**src/rtl/assert_macros.svh**
```systemverilog
// Assertion macros shared by the frame checker RTL.
// Plain text macros only; no dependencies.
`ifndef ASSERT_MACROS_SVH
`define ASSERT_MACROS_SVH

// Same-cycle implication, disabled while reset is asserted.
`define SFC_ASSERT_NOW(name, clk, rstn, pre, post) \
    name: assert property (@(posedge clk) disable iff (!rstn) (pre) |-> (post)) \
        else $error("sfc assertion failed");

// Next-cycle implication, disabled while reset is asserted.
`define SFC_ASSERT_NEXT(name, clk, rstn, pre, post) \
    name: assert property (@(posedge clk) disable iff (!rstn) (pre) |=> (post)) \
        else $error("sfc assertion failed");

`endif

```
**src/rtl/sfc_pkg.sv**
```systemverilog
// Types and constants of the stream frame checker.
// No dependencies; imported by every module of the block.
package sfc_pkg;

    localparam int unsigned POS_W      = 34;
    localparam int unsigned CFG_ADDR_W = 4;
    localparam int unsigned CFG_DATA_W = 32;

    localparam logic [POS_W-1:0] POS_MAX     = {POS_W{1'b1}};
    localparam logic [POS_W-1:0] POS_VERSION = POS_W'(4);
    localparam logic [POS_W-1:0] POS_KIND    = POS_W'(5);
    localparam logic [POS_W-1:0] POS_LEN0    = POS_W'(6);
    localparam logic [POS_W-1:0] HDR_LEN     = POS_W'(10);
    localparam logic [POS_W-1:0] LAST_HDR    = POS_W'(9);

    localparam logic [31:0] HB_LEN      = 32'd8;
    localparam logic [7:0]  VERSION_ONE = 8'd1;

    localparam logic [7:0] MAGIC [4] = '{8'h41, 8'h54, 8'h52, 8'h4E};

    localparam logic [31:0] RST_MAX_APP   = 32'd65536;
    localparam logic [7:0]  RST_CODE_APP  = 8'd0;
    localparam logic [7:0]  RST_CODE_PING = 8'd1;
    localparam logic [7:0]  RST_CODE_PONG = 8'd2;

    typedef enum logic [2:0] {
        ST_OK,
        ST_SHORT,
        ST_MAGIC,
        ST_VERSION,
        ST_KIND,
        ST_LEN_MISMATCH,
        ST_APP_TOO_BIG,
        ST_HB_SIZE
    } sfc_status_t;

    typedef enum logic [1:0] {
        REG_MAX_APP,
        REG_CODE_APP,
        REG_CODE_PING,
        REG_CODE_PONG
    } sfc_reg_idx_t;

    typedef struct packed {
        logic [7:0] frame_byte;
        logic       frame_end;
    } sfc_in_t;

    typedef struct packed {
        logic [7:0]  payload_byte;
        logic        payload_valid;
        logic        frame_done;
        sfc_status_t status;
        logic [7:0]  kind_code;
    } sfc_out_t;

    typedef struct packed {
        logic [31:0] max_app_payload;
        logic [7:0]  code_application;
        logic [7:0]  code_ping;
        logic [7:0]  code_pong;
    } sfc_cfg_t;

endpackage

```
**src/rtl/sfc_cfg_regs.sv**
```systemverilog
// APB register file of the stream frame checker.
// Depends on sfc_pkg for the register map and the config struct.
module sfc_cfg_regs (
    input  logic                           clk,
    input  logic                           rst_n,
    input  logic                           psel,
    input  logic                           penable,
    input  logic                           pwrite,
    input  logic [sfc_pkg::CFG_ADDR_W-1:0] paddr,
    input  logic [sfc_pkg::CFG_DATA_W-1:0] pwdata,
    output logic [sfc_pkg::CFG_DATA_W-1:0] prdata,
    output logic                           pready,
    output sfc_pkg::sfc_cfg_t              cfg
);
    import sfc_pkg::*;

    sfc_cfg_t     cfg_reg;
    sfc_cfg_t     cfg_next;
    sfc_reg_idx_t idx;
    logic         wr_en;

    assign idx    = sfc_reg_idx_t'(paddr[3:2]);
    assign wr_en  = psel && penable && pwrite;
    assign pready = 1'b1;
    assign cfg    = cfg_reg;

    always_comb
    begin
        cfg_next = cfg_reg;
        if (wr_en)
        begin
            unique case (idx)
                REG_MAX_APP:   cfg_next.max_app_payload  = pwdata;
                REG_CODE_APP:  cfg_next.code_application = pwdata[7:0];
                REG_CODE_PING: cfg_next.code_ping        = pwdata[7:0];
                REG_CODE_PONG: cfg_next.code_pong        = pwdata[7:0];
            endcase
        end
    end

    always_comb
    begin
        unique case (idx)
            REG_MAX_APP:   prdata = cfg_reg.max_app_payload;
            REG_CODE_APP:  prdata = {24'd0, cfg_reg.code_application};
            REG_CODE_PING: prdata = {24'd0, cfg_reg.code_ping};
            REG_CODE_PONG: prdata = {24'd0, cfg_reg.code_pong};
        endcase
    end

    always_ff @(posedge clk or negedge rst_n)
    begin
        if (!rst_n)
        begin
            cfg_reg.max_app_payload  <= RST_MAX_APP;
            cfg_reg.code_application <= RST_CODE_APP;
            cfg_reg.code_ping        <= RST_CODE_PING;
            cfg_reg.code_pong        <= RST_CODE_PONG;
        end
        else
        begin
            cfg_reg <= cfg_next;
        end
    end

endmodule

```
**src/rtl/sfc_frame_core.sv**
```systemverilog
// Frame checking datapath: input register, header state, result register.
// Depends on sfc_pkg and assert_macros.svh.
`include "assert_macros.svh"

module sfc_frame_core (
    input  logic              clk,
    input  logic              rst_n,
    input  sfc_pkg::sfc_cfg_t cfg,
    input  logic              in_valid,
    output logic              in_ready,
    input  sfc_pkg::sfc_in_t  in_data,
    output logic              out_valid,
    input  logic              out_ready,
    output sfc_pkg::sfc_out_t out_data
);
    import sfc_pkg::*;

    // input register
    logic        in_valid_reg, in_valid_next;
    sfc_in_t     in_word_reg, in_word_next;
    // frame state
    logic [POS_W-1:0] pos_reg, pos_next;
    logic             magic_ok_reg, magic_ok_next;
    logic             version_ok_reg, version_ok_next;
    logic             kind_ok_reg, kind_ok_next;
    logic [7:0]       kind_reg, kind_next;
    logic [31:0]      decl_len_reg, decl_len_next;
    // result register
    logic        out_valid_reg, out_valid_next;
    sfc_out_t    out_word_reg, out_word_next;

    logic             advance;
    logic [7:0]       b;
    logic             last;
    logic             magic_upd, version_upd, kind_ok_upd;
    logic [7:0]       kind_upd;
    logic [31:0]      decl_upd;
    logic [1:0]       lane;
    logic             pay;
    logic [POS_W-1:0] pay_off;
    sfc_status_t      st;
    sfc_out_t         res;

    assign advance   = in_valid_reg && (!out_valid_reg || out_ready);
    assign in_ready  = !in_valid_reg || advance;
    assign out_valid = out_valid_reg;
    assign out_data  = out_word_reg;

    assign b       = in_word_reg.frame_byte;
    assign last    = in_word_reg.frame_end;
    assign lane    = pos_reg[1:0] + 2'd2;
    assign pay_off = pos_reg - HDR_LEN;

    // header field updates for the byte at hand
    always_comb
    begin
        magic_upd   = magic_ok_reg;
        version_upd = version_ok_reg;
        kind_ok_upd = kind_ok_reg;
        kind_upd    = kind_reg;
        decl_upd    = decl_len_reg;
        pay         = 1'b0;
        priority if (pos_reg < POS_VERSION)
        begin
            if (b != MAGIC[pos_reg[1:0]])
                magic_upd = 1'b0;
        end
        else if (pos_reg == POS_VERSION)
        begin
            version_upd = (b == VERSION_ONE);
        end
        else if (pos_reg == POS_KIND)
        begin
            kind_upd    = b;
            kind_ok_upd = (b == cfg.code_application) || (b == cfg.code_ping)
                       || (b == cfg.code_pong);
        end
        else if (pos_reg < HDR_LEN)
        begin
            decl_upd = decl_len_reg | (32'(b) << {lane, 3'b000});
        end
        else
        begin
            pay = magic_ok_reg && version_ok_reg && kind_ok_reg
               && (pay_off < POS_W'(decl_len_reg));
        end
    end

    // end-of-frame status; frame length equals pos + 1 (saturation never matches)
    always_comb
    begin
        priority if (pos_reg < LAST_HDR)
            st = ST_SHORT;
        else if (!magic_upd)
            st = ST_MAGIC;
        else if (!version_upd)
            st = ST_VERSION;
        else if (!kind_ok_upd)
            st = ST_KIND;
        else if (pos_reg != POS_W'(decl_upd) + LAST_HDR)
            st = ST_LEN_MISMATCH;
        else if (kind_upd == cfg.code_application)
            st = (decl_upd > cfg.max_app_payload) ? ST_APP_TOO_BIG : ST_OK;
        else
            st = (decl_upd != HB_LEN) ? ST_HB_SIZE : ST_OK;
    end

    always_comb
    begin
        res.payload_byte  = pay ? b : 8'd0;
        res.payload_valid = pay;
        res.frame_done    = last;
        res.status        = last ? st : ST_OK;
        res.kind_code     = (last && st == ST_OK) ? kind_upd : 8'd0;
    end

    always_comb
    begin
        in_valid_next = in_valid_reg;
        in_word_next  = in_word_reg;
        if (in_valid && in_ready)
        begin
            in_valid_next = 1'b1;
            in_word_next  = in_data;
        end
        else if (advance)
        begin
            in_valid_next = 1'b0;
        end
    end

    always_comb
    begin
        pos_next        = pos_reg;
        magic_ok_next   = magic_ok_reg;
        version_ok_next = version_ok_reg;
        kind_ok_next    = kind_ok_reg;
        kind_next       = kind_reg;
        decl_len_next   = decl_len_reg;
        if (advance)
        begin
            if (last)
            begin
                pos_next        = '0;
                magic_ok_next   = 1'b1;
                version_ok_next = 1'b0;
                kind_ok_next    = 1'b0;
                kind_next       = 8'd0;
                decl_len_next   = 32'd0;
            end
            else
            begin
                pos_next        = (pos_reg == POS_MAX) ? pos_reg : pos_reg + POS_W'(1);
                magic_ok_next   = magic_upd;
                version_ok_next = version_upd;
                kind_ok_next    = kind_ok_upd;
                kind_next       = kind_upd;
                decl_len_next   = decl_upd;
            end
        end
    end

    always_comb
    begin
        out_valid_next = out_valid_reg;
        out_word_next  = out_word_reg;
        if (advance)
        begin
            out_valid_next = pay || last;
            out_word_next  = res;
        end
        else if (out_ready)
        begin
            out_valid_next = 1'b0;
        end
    end

    always_ff @(posedge clk or negedge rst_n)
    begin
        if (!rst_n)
        begin
            in_valid_reg   <= 1'b0;
            out_valid_reg  <= 1'b0;
            pos_reg        <= '0;
            magic_ok_reg   <= 1'b1;
            version_ok_reg <= 1'b0;
            kind_ok_reg    <= 1'b0;
            kind_reg       <= 8'd0;
            decl_len_reg   <= 32'd0;
        end
        else
        begin
            in_valid_reg   <= in_valid_next;
            out_valid_reg  <= out_valid_next;
            pos_reg        <= pos_next;
            magic_ok_reg   <= magic_ok_next;
            version_ok_reg <= version_ok_next;
            kind_ok_reg    <= kind_ok_next;
            kind_reg       <= kind_next;
            decl_len_reg   <= decl_len_next;
        end
    end

    always_ff @(posedge clk)
    begin
        in_word_reg  <= in_word_next;
        out_word_reg <= out_word_next;
    end

    `SFC_ASSERT_NOW(a_no_empty_result, clk, rst_n, out_valid_reg,
        out_word_reg.payload_valid || out_word_reg.frame_done)
    `SFC_ASSERT_NEXT(a_restart_after_end, clk, rst_n, advance && last,
        pos_reg == '0 && magic_ok_reg && !kind_ok_reg)
    `SFC_ASSERT_NEXT(a_pos_saturates, clk, rst_n,
        advance && !last && pos_reg == POS_MAX, pos_reg == POS_MAX)
    `SFC_ASSERT_NOW(a_kind_only_when_ok, clk, rst_n,
        out_valid_reg && out_word_reg.status != ST_OK, out_word_reg.kind_code == 8'd0)

endmodule

```
**src/rtl/stream_frame_checker_top.sv**
```systemverilog
// Top level of the stream frame checker.
// Depends on sfc_pkg, sfc_cfg_regs and sfc_frame_core.
//
// Usage:
//   Input channel (in_valid/in_ready/in_data) carries one frame byte per word,
//   with frame_end set on the last byte of each frame. The header is 10 bytes:
//   magic "ATRN", version 1, a kind byte and a 32-bit little-endian length.
//   Output channel (out_valid/out_ready/out_data) carries one word per passed
//   payload byte and one word on the last byte of a frame; frame_done then
//   flags the status and, when the status is ok, the kind code.
//   Bytes that are neither passed payload nor a frame end produce no word.
//   Throughput: one byte per cycle, sustained while out_ready stays high, set by
//   the single pass from the input register through the header logic into the result register.
//   Path: a byte goes into the input register, its result into the result register.
//   Stall: while out_ready is low the result register holds its word and the
//   input register holds one more byte; in_ready drops only when both are full.
//   Reset: rst_n clears both stages and the frame state, and loads the
//   register defaults (max application payload 65536, codes 0, 1 and 2).
//   Configuration: APB registers at byte offsets 0, 4, 8, 12; write them only
//   while no frame byte is in flight.
module stream_frame_checker_top (
    input  logic                           clk,
    input  logic                           rst_n,
    // APB configuration port
    input  logic                           psel,
    input  logic                           penable,
    input  logic                           pwrite,
    input  logic [sfc_pkg::CFG_ADDR_W-1:0] paddr,
    input  logic [sfc_pkg::CFG_DATA_W-1:0] pwdata,
    output logic [sfc_pkg::CFG_DATA_W-1:0] prdata,
    output logic                           pready,
    // byte stream in
    input  logic                           in_valid,
    output logic                           in_ready,
    input  sfc_pkg::sfc_in_t               in_data,
    // payload and status out
    output logic                           out_valid,
    input  logic                           out_ready,
    output sfc_pkg::sfc_out_t              out_data
);
    import sfc_pkg::*;

    // register file contents; the user must keep them stable while frames flow, the block does not enforce it
    sfc_cfg_t cfg;

    sfc_cfg_regs u_regs (
        .clk     (clk),
        .rst_n   (rst_n),
        .psel    (psel),
        .penable (penable),
        .pwrite  (pwrite),
        .paddr   (paddr),
        .pwdata  (pwdata),
        .prdata  (prdata),
        .pready  (pready),
        .cfg     (cfg)
    );

    // check the header, advance the byte count, emit payload and status
    sfc_frame_core u_core (
        .clk       (clk),
        .rst_n     (rst_n),
        .cfg       (cfg),
        .in_valid  (in_valid),
        .in_ready  (in_ready),
        .in_data   (in_data),
        .out_valid (out_valid),
        .out_ready (out_ready),
        .out_data  (out_data)
    );

endmodule
```
**config.mk**
```make
export PLATFORM = sky130hd
export DESIGN_NAME = stream_frame_checker_top
export DESIGN_NICKNAME = d
export VERILOG_FILES = /design/src/rtl/sfc_pkg.sv /design/src/rtl/sfc_cfg_regs.sv /design/src/rtl/sfc_frame_core.sv /design/src/rtl/stream_frame_checker_top.sv
export VERILOG_INCLUDE_DIRS = /design/src /design/src/rtl
export SDC_FILE = /design/constraint.sdc
export NUM_CORES = 1
export LEC_CHECK = 0
export BUFFER_PORTS_ARGS = -buffer_cell sky130_fd_sc_hd__buf_2
export CORE_ASPECT_RATIO = 0.8
export CORE_MARGIN = 5
export CORE_UTILIZATION = 45
export CTS_CLUSTER_DIAMETER = 30
export DETAILED_ROUTE_END_ITERATION = 10
export GPL_TIMING_DRIVEN = 0
export HOLD_SLACK_MARGIN = 0.1
export PLACE_DENSITY = 0.72
export SLEW_MARGIN = 20
export SYNTH_ARGS = -nofsm -noshare
export SYNTH_HDL_FRONTEND = slang
export SYNTH_SLANG_ARGS = --single-unit
export TNS_END_PERCENT = 50
```
**constraint.sdc**
```tcl
create_clock -name clk -period 5.7 [get_ports clk]
set_input_delay 1.14 -clock clk [delete_from_list [all_inputs] [get_ports clk]]
set_output_delay 1.14 -clock clk [all_outputs]
set_load 0.02 [all_outputs]
```
[Word level (Yosys, flattened, before mapping)]
Cells that the tools add are included.
Word-level totals
  flip-flop bits (word level): 165
  logic and storage cells: 112
Operators by class
  $add $sub $neg: 4
  $lt $le $gt $ge: 6
  equality and inequality tests: 15
  shifts and indexed selects: 1
  multiplexer cells: 41
  bitwise logic cells: 2
  reductions and logical operators: 24
Operators with widths (number)
  two-way mux 32 bit: 5
  one-hot mux 32 bit (4 select lines): 1
  == test 34 x 3 -> 1 bit (second input constant): 2
  < comparator 34 x 4 -> 1 bit (second input constant): 2
  two-way mux 34 bit: 2
  two-way mux 8 bit: 6
  adder 34 x 1 -> 34 bit (second input constant): 1
  == test 34 bit (second input constant): 1
  < comparator 34 x 3 -> 1 bit (second input constant): 1
  < comparator 34 x 32 -> 1 bit: 1
  inequality test 34 bit: 1
  subtractor 34 x 4 -> 34 bit (second input constant): 1
  adder 32 x 4 -> 33 bit (second input constant): 1
  == test 8 bit: 4
  greater-than comparator 32 bit: 1
  inequality test 32 x 4 -> 1 bit (second input constant): 1
  bitwise OR 32 bit: 1
  << shifter 8 x 5 -> 32 bit: 1
  two-way mux 3 bit: 8
  two-way mux 1 bit: 18
  binary-select mux 8 bit (select 2 bit): 1
  AND reduction 2 bit: 5
  == test 8 x 1 -> 1 bit (second input constant): 1
  logical AND 1 bit: 8
  12 further kinds: 19

[Longest topological paths before layout]
Gate-level depths: netlist of the first run.
  depth in word-level cells: 17
  mapped depth: 26
  gate-level depth less buffers: 22

[Hierarchy]
From an unflattened synthesis of the first run, not the netlist that was laid out.
Second synthesis, totals
  cells, all modules: 1287
  area total of the unflattened synthesis: 12025.3 µm²
Modules (own cells, without submodules)
  sfc_frame_core: instances 1, cells an instance 1125, area an instance 9472.8 µm²
  sfc_cfg_regs: instances 1, cells an instance 162, area an instance 2552.4 µm²

[Worst setup path before layout of the first run]
OpenSTA, ideal clock, no wires.
  path type: register to register
  start point: register u_core.pos_reg[1]
  end point: register u_core.out_word_reg, in the netlist u_core.out_data[0] (data pin)
  library setup time: 0.138 ns
  arrival: 5.080 ns
  required time: 5.562 ns
  setup slack: 0.482 ns
  stages on the path, launching flop included: 23
  buffers on the path: 3
  period minus slack after synthesis: 5.218 ns
  cell sequence: dfrtp_1 > clkbuf_1 > inv_1 > clkbuf_1 > ha_1 > nor2b_1 > a21o_1 > o211a_1 > a41oi_1 > inv_1 > ha_1 > nand3_1 > nor3_1 > a21oi_1 > a211oi_1 > and4_1 > a31o_2 > a2111o_1 > or4_1 > nor4_2 > or3b_1 > buf_6 > nor2_2
Between the ends
  longest elaborated chain between the ends: 17
  elaborated cells between the ends (all ways): 42
RTL lines
  start: declaration: RTL line sfc_frame_core.sv:22  | logic [POS_W-1:0] pos_reg, pos_next;
  start signal: assignment: RTL line sfc_frame_core.sv:195  | pos_reg <= pos_next;
  parallel branches: the longest is 17 deep, another holds < comparator 34 x 4 -> 1 bit
  end signal: assignment: RTL line sfc_frame_core.sv:207  | out_word_reg <= out_word_next;
  end: declaration: RTL line sfc_frame_core.sv:30  | sfc_out_t out_word_reg, out_word_next;
Several ways; the timed one is not identified. The select of a mux whose other input is x is not followed.
A chain may end at the register's enable or synchronous reset.

[Final worst setup path of the first run]
  start point: register u_core.pos_reg[6]
  end point: register u_core.out_word_reg, in the netlist u_core.out_data[3] (data pin)
Between the ends
  longest elaborated chain between the ends: 15
  elaborated cells between the ends (all ways): 33
RTL lines
  parallel branches: the longest is 15 deep, another holds < comparator 34 x 4 -> 1 bit
Several ways; the timed one is not identified.

==> metrics.log, run 1 <==
[metrics] outcome: completed
[metrics] wirelength, routed: 39.7 mm
[metrics] Hold Buf Count CTS: 0
[metrics] Final Hold Fails: 0
[metrics] met2 Usage GRT: 36.3%
[metrics] number of buffers created by CTS: 17
[metrics] post-synthesis sequential area ratio: 36.4%
[metrics] worst stage delay on the critical path: 560 ps
[metrics] leakage power: 5.95 nW
[metrics] launch point of the critical path: u_core.pos_reg[6]$_DFFE_PN0P_
[metrics] post-layout total power: 3.55 mW
[metrics] Initial Utilization: 45.3%
[metrics] flop2flop setup slack: 90 ps
[metrics] total non-filler cell area in the finished layout: 0.0137 mm²
[metrics] post-route worst hold slack: 482 ps
[metrics] dominant synthesized flop cell: dfrtp_1
[metrics] vertical die dimension: 155 µm
[metrics] Critical Path AT: 5910 ps
[metrics] global routing's busiest layer: met1
[metrics] standard-cell row count: 53
[metrics] hold wc startpoint: u_core.kind_reg[4]$_DFFE_PN0P_
[metrics] power density over the cells: 260 mW/mm²
[metrics] Overall Global Routing Usage: 26.4%
[metrics] initial antenna violation count: 0
[metrics] flop and latch count out of synthesis: 165
[metrics] quantity of I/O buffers inserted on ports: 102
[metrics] last weighted congestion value of the routability-driven placer: 1.09
[metrics] sum of buffers and inverters on the critical path: 2
[metrics] Residual DRC: 0
[metrics] count of flip-flops with a built-in enable after synthesis: 30
[metrics] total count of max-transition violations in the final report: 0
[metrics] hold-critical path depth: 2
[metrics] detailed-routing iteration count for the pre-antenna-repair pass: 6
[metrics] First DRT Iteration DRCs: 1154
[metrics] Worst R2R End: u_core.out_data[3]$_SDFFCE_PN0P_
[metrics] via count of the first global-routing pass: 10200
[metrics] adder-cell share of the synthesized area: 7.65%
[metrics] relative area change from synthesis to final layout: 16.1%
[metrics] Max Fanout on Critical Path: 10
[metrics] Unique masters post-synth: 74
[metrics] post-DR vias/cell: 5.99
[metrics] end point of the worst hold path: u_core.kind_reg[4]$_DFFE_PN0P_
[metrics] Max IR drop VDD: 0.241 mV
[metrics] Clk Tree Root Cell: clkbuf_16
[metrics] cell family with the largest share of critical-path delay: simple AND/OR/NAND/NOR gates
[metrics] achievable frequency: 178 MHz
[metrics] critical path start-end classification: flip-flop to flip-flop
[metrics] global-route wire length before repair: 60.4 mm
[metrics] slowest stage cell, crit path: dfrtp_1
[metrics] worst slew pin tran: 1130 ps
[metrics] Post-Synth XOR/XNOR Area: 9.60%
[metrics] overall die width: 191 µm
[metrics] net count after synthesis: 1446
[metrics] number of setup violations in the final report: 0
[metrics] final global-route overflow total: 0
[metrics] path type of the worst min-delay path: flip-flop to flip-flop
[metrics] full die area: 0.0295 mm²
[metrics] count of cells along the worst register-to-register path: 16
[metrics] fraction of layout instances using a drive strength above 1: 18.7%
[metrics] source of the worst register-to-register timing path: u_core.pos_reg[6]$_DFFE_PN0P_
[metrics] count of vias placed by the detailed router: 10900
[metrics] post-route ant nets: 0
[metrics] mean instance size in the synthesized netlist: 8.91 µm²
[metrics] fraction of synthesized area in multiplexers: 4.77%
[metrics] Wirelength per Cell: 21.8 µm
[metrics] Final HPWL DP: 30.3 mm
[metrics] depth of the CTS H-tree: 4
[metrics] GR met1 Demand/Resource: 38.8%
[metrics] time the final worst path needs with I/O delays and setup: 5610 ps
[metrics] number of flip-flops under the largest register name: 56
[metrics] cell taking the most area after synthesis: dfrtp_1
[metrics] Max clock buf depth: 2
[metrics] pin count of the biggest net entering global routing: 72
[metrics] met3 demand-to-capacity share in global routing: 9.88%
[metrics] proportion of synthesized flip-flops having asynchronous set or reset: 81.8%
[metrics] main combinational cell family by area after synthesis: simple AND/OR/NAND/NOR gates
[metrics] Cell Area, Synth: 0.0118 mm²
[metrics] capturing element type of the critical path: flip-flop
[metrics] clock tree from TritonCTS: done
[metrics] ports placed on the boundary: 108
[metrics] ordered cell list for the critical path: nor4_4 > nand4_1 > o211a_4 > buf_8 > a41oi_4 > ha_1 > xor2_1 > a2111oi_0 > nand2_1 > a311o_1 > a2111o_1 > or4_4 > nor4_4 > or3b_4 > buf_6 > nor2_2
[metrics] area fraction in compound gates after synthesis: 13.8%
[metrics] core box area: 0.0260 mm²
[metrics] endpoint required time on the critical path: 6000 ps
[metrics] area post-placement: 0.0128 mm²
[metrics] portion of synthesized cell area occupied by the leading cell type: 27.8%
[metrics] count of yosys warnings during synthesis: 0
[metrics] largest cells by area after synthesis: dfrtp_1, edfxtp_1, ha_1
[metrics] cell seen most often among critical-path stages: nor4_4
[metrics] # nets final: 1572
[metrics] clock transition at the registers of the reported paths: 80 ps
[metrics] max_cap viols: 0
[metrics] startpoint types: flip-flop
[metrics] Num Clock Sinks: 165
[metrics] simple-gate portion of the synthesized area: 21.2%
[metrics] Rel. slew slack: 24.6%
[metrics] Clk Latency, worst-skew pair: 460 ps
[metrics] post-synthesis instance total: 1322
[metrics] clock tree skew after final layout: 23.4 ps
[metrics] final critical-path share of the clock period: 98.4%
[Yosys cell counts, types with 5 or more instances]
cell	n
o21ai_0	66
mux2_2	25
nor4_2	7
o21a_1	10
buf_1	5
a22o_1	5
a211oi_1	15
a21oi_1	46
nand2_1	89
ha_1	72
a2111oi_0	5
nor2_2	9
a31oi_1	14
mux2i_1	10
xnor2_1	84
and3_1	9
nor3_1	62
clkbuf_1	59
nand3_1	56
mux4_2	8
o211ai_1	5
nor2b_1	16
xor2_1	45
nand2b_1	15
nand4_1	29
nor2_1	107
dfrtp_1	131
or3_1	16
inv_1	112
buf_2	8
edfxtp_1	30
and4_1	7
nor4_1	22
and2_1	5
or4_1	12
a41oi_1	17
a21o_1	20
or2_2	5
[metrics by stage]
step	TNS, ps	util [%]	worst slack (ps)	cells
3_5_place_dp	-15420	49.2	-1130	1782
3_3_place_gp	-13060	49.0	-1030	1781
6_report	0	52.6	91.2	1819
2_1_floorplan	0	-	482	1322
5_1_grt	-108	52.6	-30.7	1818
4_1_cts	0	51.8	7.19	1820
[where the power goes]
group	total, mW	leakage, nW	switching [mW]	internal, mW
Combinational	0.975	3.60	0.604	0.372
Sequential	1.43	2.06	0.0976	1.33
Clock	1.14	0.280	0.565	0.579
[cells by family after synthesis]
family / Yosys count
other: 1
XOR/XNOR: 129
adder cells (fa/ha/maj): 72
buffers and inverters: 193
flip-flops: 165
multiplexers: 43
AND/OR/NAND/NOR: 480
AO/OA/AOI/OAI: 239
[worst max-delay path by stage]
stage                                       end  slack, ps  cells after the start
6_report       u_core.out_data[3]$_SDFFCE_PN0P_         90                     16
2_1_floorplan  u_core.out_data[0]$_SDFFCE_PN0P_        480                     22
3_3_place_gp   u_core.out_data[5]$_SDFFCE_PN0P_      -1030                     22
4_1_cts        u_core.out_data[3]$_SDFFCE_PN0P_          7                     23
5_1_grt        u_core.out_data[3]$_SDFFCE_PN0P_        -30                     14
3_5_place_dp   u_core.out_data[3]$_SDFFCE_PN0P_      -1130                     22
[routing by layer]
metal  vias up  part of all wire [%]  routed length (µm)
li1       4933                     -                   -
met1      5283                    45               17700
met2       590                    40               16100
met3        87                    12                4760
met4         2                   2.7                1060
met5         -                  0.20                  80
[worst register-to-register path, stage by stage (launching register included)]
cell,delay (ps)
dfrtp_1,560
nor4_4,490
nand4_1,250
o211a_4,350
buf_8,160
a41oi_4,230
ha_1,300
xor2_1,140
a2111oi_0,430
nand2_1,240
a311o_1,330
a2111o_1,390
or4_4,550
nor4_4,350
or3b_4,450
buf_6,160
nor2_2,80
[what timing repair did]
action / 4_1_cts / 5_1_grt
gates resized for setup: 17 / 34
pin swaps: 4 / 11
gates cloned: 0 / 0
buffers inserted: 7 / 6
setup endpoints to repair: 21 / 21
endpoints found under the hold margin: 0 / 0
[layout by cell type (no fill, tap or decap), types with 56 or more instances in the layout]
cell type / instances
xnor2_1: 84
dfrtp_1: 130
o21ai_0: 65
inv_1: 111
nand3_1: 56
nor3_1: 59
nand2_1: 89
nor2_1: 107
buf_2: 109
ha_1: 70
[layout make-up]
cell class / count / area [µm²]
Antenna cell: 1 / 2.50
Multi-Input combinational cell: 964 / 6960
Sequential cell: 165 / 4290
Buffer: 71 / 337
Timing Repair Buffer: 116 / 646
Fill cell: 2423 / 12300
Inverter: 113 / 429
Clock inverter: 15 / 141
Clock buffer: 17 / 425
Tap cell: 357 / 447
Note: power is estimated with default switching activity, not from simulation.
==> run 2, diff against run 1 <==
PLACE_DENSITY = default   (was 0.72)
RECOVER_POWER = 100   (was default)
==> metrics.log, run 2 (synthesized netlist as in run 1, its figures left out) <==
[metrics] standard-cell row count: 53 (unchanged)
[metrics] relative area change from synthesis to final layout: 16.1% (about the same)
[metrics] most frequent standard cell in the layout excluding fill and tap cells: dfrtp_1
[metrics] final worst slack: 105 ps (+14.1 ps)
[metrics] number of flip-flops under the largest register name: 56 (unchanged)
[metrics] total count of max-transition violations in the final report: 62 (+62)
[metrics] Max IR drop VDD: 0.211 mV (-12%)
[metrics] slowest stage cell, crit path: or4_4
[metrics] wirelength, routed: 41.6 mm (+4.8%)
[metrics] violations in the final reports: max-capacitance violations, max-slew violations
[metrics] worst stage delay on the critical path: 550 ps (about the same)
[metrics] cell family with the largest share of critical-path delay: simple AND/OR/NAND/NOR gates
[metrics] vertical die dimension: 155 µm (unchanged)
[metrics] clock transition at the registers of the reported paths: 70 ps (about the same)
[metrics] Critical Path AT: 5900 ps (about the same)
[metrics] cell seen most often among critical-path stages: nor4_4
[metrics] Num Clock Sinks: 165 (unchanged)
[metrics] capturing element type of the critical path: flip-flop
[metrics] First DRT Iteration DRCs: 1004 (-13%)
[metrics] pin count of the biggest net entering global routing: 75 (+4.2%)
[metrics] sum of buffers and inverters on the critical path: 5 (+3)
[metrics] ports placed on the boundary: 108 (unchanged)
[metrics] count of vias placed by the detailed router: 10600 (-2.4%)
[metrics] source of the worst register-to-register timing path: u_core.pos_reg[25]$_DFFE_PN0P_
[metrics] startpoint types: flip-flop
[metrics] Placement Setup Slack: -1450 ps (-323 ps)
[metrics] post-route ant nets: 0 (unchanged)
[metrics] leakage power: 5.91 nW (-0.59%)
[metrics] fraction of layout instances using a drive strength above 1: 16.7% (-2.0 points)
[metrics] power density over the cells: 265 mW/mm² (+1.9%)
[metrics] global-route wire length before repair: 63.0 mm (+4.2%)
[metrics] post-DR vias/cell: 5.83 (-2.7%)
[metrics] Initial Utilization: 45.3% (unchanged)
[metrics] via count of the first global-routing pass: 10300 (+0.53%)
[metrics] max_cap viols: 1 (+1)
[metrics] outcome: finished with violations
[metrics] Final Hold Fails: 0 (unchanged)
[metrics] Hold Buf Count CTS: 0 (unchanged)
[metrics] core box area: 0.0260 mm² (unchanged)
[metrics] quantity of I/O buffers inserted on ports: 102 (unchanged)
[metrics] Max clock buf depth: 2 (unchanged)
[metrics] critical path start-end classification: flip-flop to flip-flop
[metrics] full die area: 0.0295 mm² (unchanged)
[metrics] Wirelength per Cell: 22.8 µm (+4.4%)
[metrics] number of buffers created by CTS: 17 (unchanged)
[metrics] ordered cell list for the critical path: clkbuf_1 > or3_4 > nor4_4 > o211a_4 > buf_8 > a41oi_4 > inv_2 > ha_2 > nand3_1 > nor3_2 > a21oi_2 > a211oi_4 > and4_4 > nand4_1 > a2111o_1 > or4_4 > nor4_4 > buf_4 > or3b_1 > buf_6 > nor2_2
[metrics] count of antenna diodes in the layout: 0 (-1)
[metrics] Rel. slew slack: -146% (-170 points)
[metrics] hold wc startpoint: u_core.kind_reg[4]$_DFFE_PN0P_
[metrics] Max Fanout on Critical Path: 10 (unchanged)
[metrics] total of fill cells in the finished design: 2530 (+4.4%)
[metrics] final critical-path share of the clock period: 98.2% (-0.25 points)
[metrics] initial antenna violation count: 0 (unchanged)
[metrics] leading cell types in the layout, fill and taps excluded: dfrtp_1, inv_1, nor2_1, nand2_1, buf_2
[metrics] final global-route overflow total: 0 (unchanged)
[metrics] number of cells after detailed placement: 1783 (+0.056%)
[metrics] depth of the CTS H-tree: 4 (unchanged)
[metrics] Overall Global Routing Usage: 28.3% (+1.8 points)
[metrics] overall die width: 191 µm (unchanged)
[metrics] last weighted congestion value of the routability-driven placer: 0.982 (-9.6%)
[metrics] clock tree skew after final layout: 15.4 ps (-7.97 ps)
[metrics] Final HPWL DP: 32.3 mm (+6.7%)
[metrics] # nets final: 1579 (+0.45%)
[metrics] count of cells along the worst register-to-register path: 21 (+5)
[metrics] Crit. path cell count: 21 (+5)
[metrics] RSZ-0062 raised after global routing: true
[metrics] worst slew pin tran: 3680 ps (+2560 ps)
[metrics] Clk Latency, worst-skew pair: 450 ps (about the same)
[metrics] clock tree from TritonCTS: done
[metrics] launch point of the critical path: u_core.pos_reg[25]$_DFFE_PN0P_
[metrics] hold-critical path depth: 2 (unchanged)
[metrics] utilization after layout: 52.6% (about the same)
[metrics] number of standard cells in the final layout excluding fillers: 1825 (+0.33%)
[metrics] Residual DRC: 0 (unchanged)
[metrics] number of setup violations in the final report: 0 (unchanged)
[metrics] detailed-routing iteration count for the pre-antenna-repair pass: 7 (+1)
[metrics] path type of the worst min-delay path: flip-flop to flip-flop
[metrics] achievable frequency: 179 MHz (+0.25%)
[metrics] endpoint required time on the critical path: 6000 ps (about the same)
[metrics] time the final worst path needs with I/O delays and setup: 5590 ps (-14.1 ps)
[metrics] Clk Tree Root Cell: clkbuf_16
[run 2: changes by cell type in the layout (fill, tap and decap cells not counted), sizes merged]
cell,delta
diode,-1
clkinv,-4
bufinv,+1
buf,-24
clkbuf,+32
inv,+2
[run 2: area by class of cell]
class,count,area [µm²],area share [%]
tap,357,447,3.27
multi-input combinational,964,6940,50.8
clock buffer,18,429,3.14
sequential,165,4290,31.4
buffer,75,352,2.57
inverter,113,429,3.14
clock inverter,14,156,1.14
timing repair buffer,119,624,4.57
[run 2: layer usage]
| metal | vias up | track usage (%) | share of wire [%] |
|---|---|---|---|
| met5 | - | 0 | 0 |
| met4 | 0 | 6.32 | 1.7 |
| met3 | 50 | 7.33 | 8.9 |
| met2 | 443 | 40.8 | 42 |
| met1 | 5183 | 42.6 | 47 |
| li1 | 4961 | - | - |
[run 2: power by group]
| part | internal (mW) | switching (mW) | leakage [nW] | total [mW] |
|---|---|---|---|---|
| Sequential | 1.33 | 0.0967 | 2.06 | 1.43 |
| Clock | 0.626 | 0.579 | 0.287 | 1.20 |
| Combinational | 0.366 | 0.614 | 3.56 | 0.980 |
[run 2: tightest hold or removal path: stages (launching register included)]
cell and delay, ps:
dfrtp_1 340, nand2_1 40, o21ai_0 60
[run 2: through the flow]
stage,power (mW),TNS (ps),cell area [µm²],hold WS (ps)
detailed placement,2.38,-19300,12800,470
global placement,2.37,-20480,12700,463
floorplan,2.05,0,11800,449
CTS,3.60,0,13500,490
global route,3.79,-15.6,13700,523
finish,3.62,0,13700,485
[run 2: worst paths after layout]
kind	end	slack, ps
min	u_core.kind_reg[4]$_DFFE_PN0P_	490
min reg2reg	u_core.kind_reg[4]$_DFFE_PN0P_	490
max	u_core.out_data[2]$_SDFFCE_PN0P_	110
min in group asynchronous	u_regs.cfg[51]$_DFFE_PN0P_	1950
max in group asynchronous	u_core.pos_reg[1]$_DFFE_PN0P_	1370
max reg2reg	u_core.out_data[2]$_SDFFCE_PN0P_	110
[run 2: repair_timing]
action	4_1_cts	5_1_grt
endpoints found under the setup margin	21	21
gates resized for setup	20	31
setup buffers	4	11
pin swaps	3	9
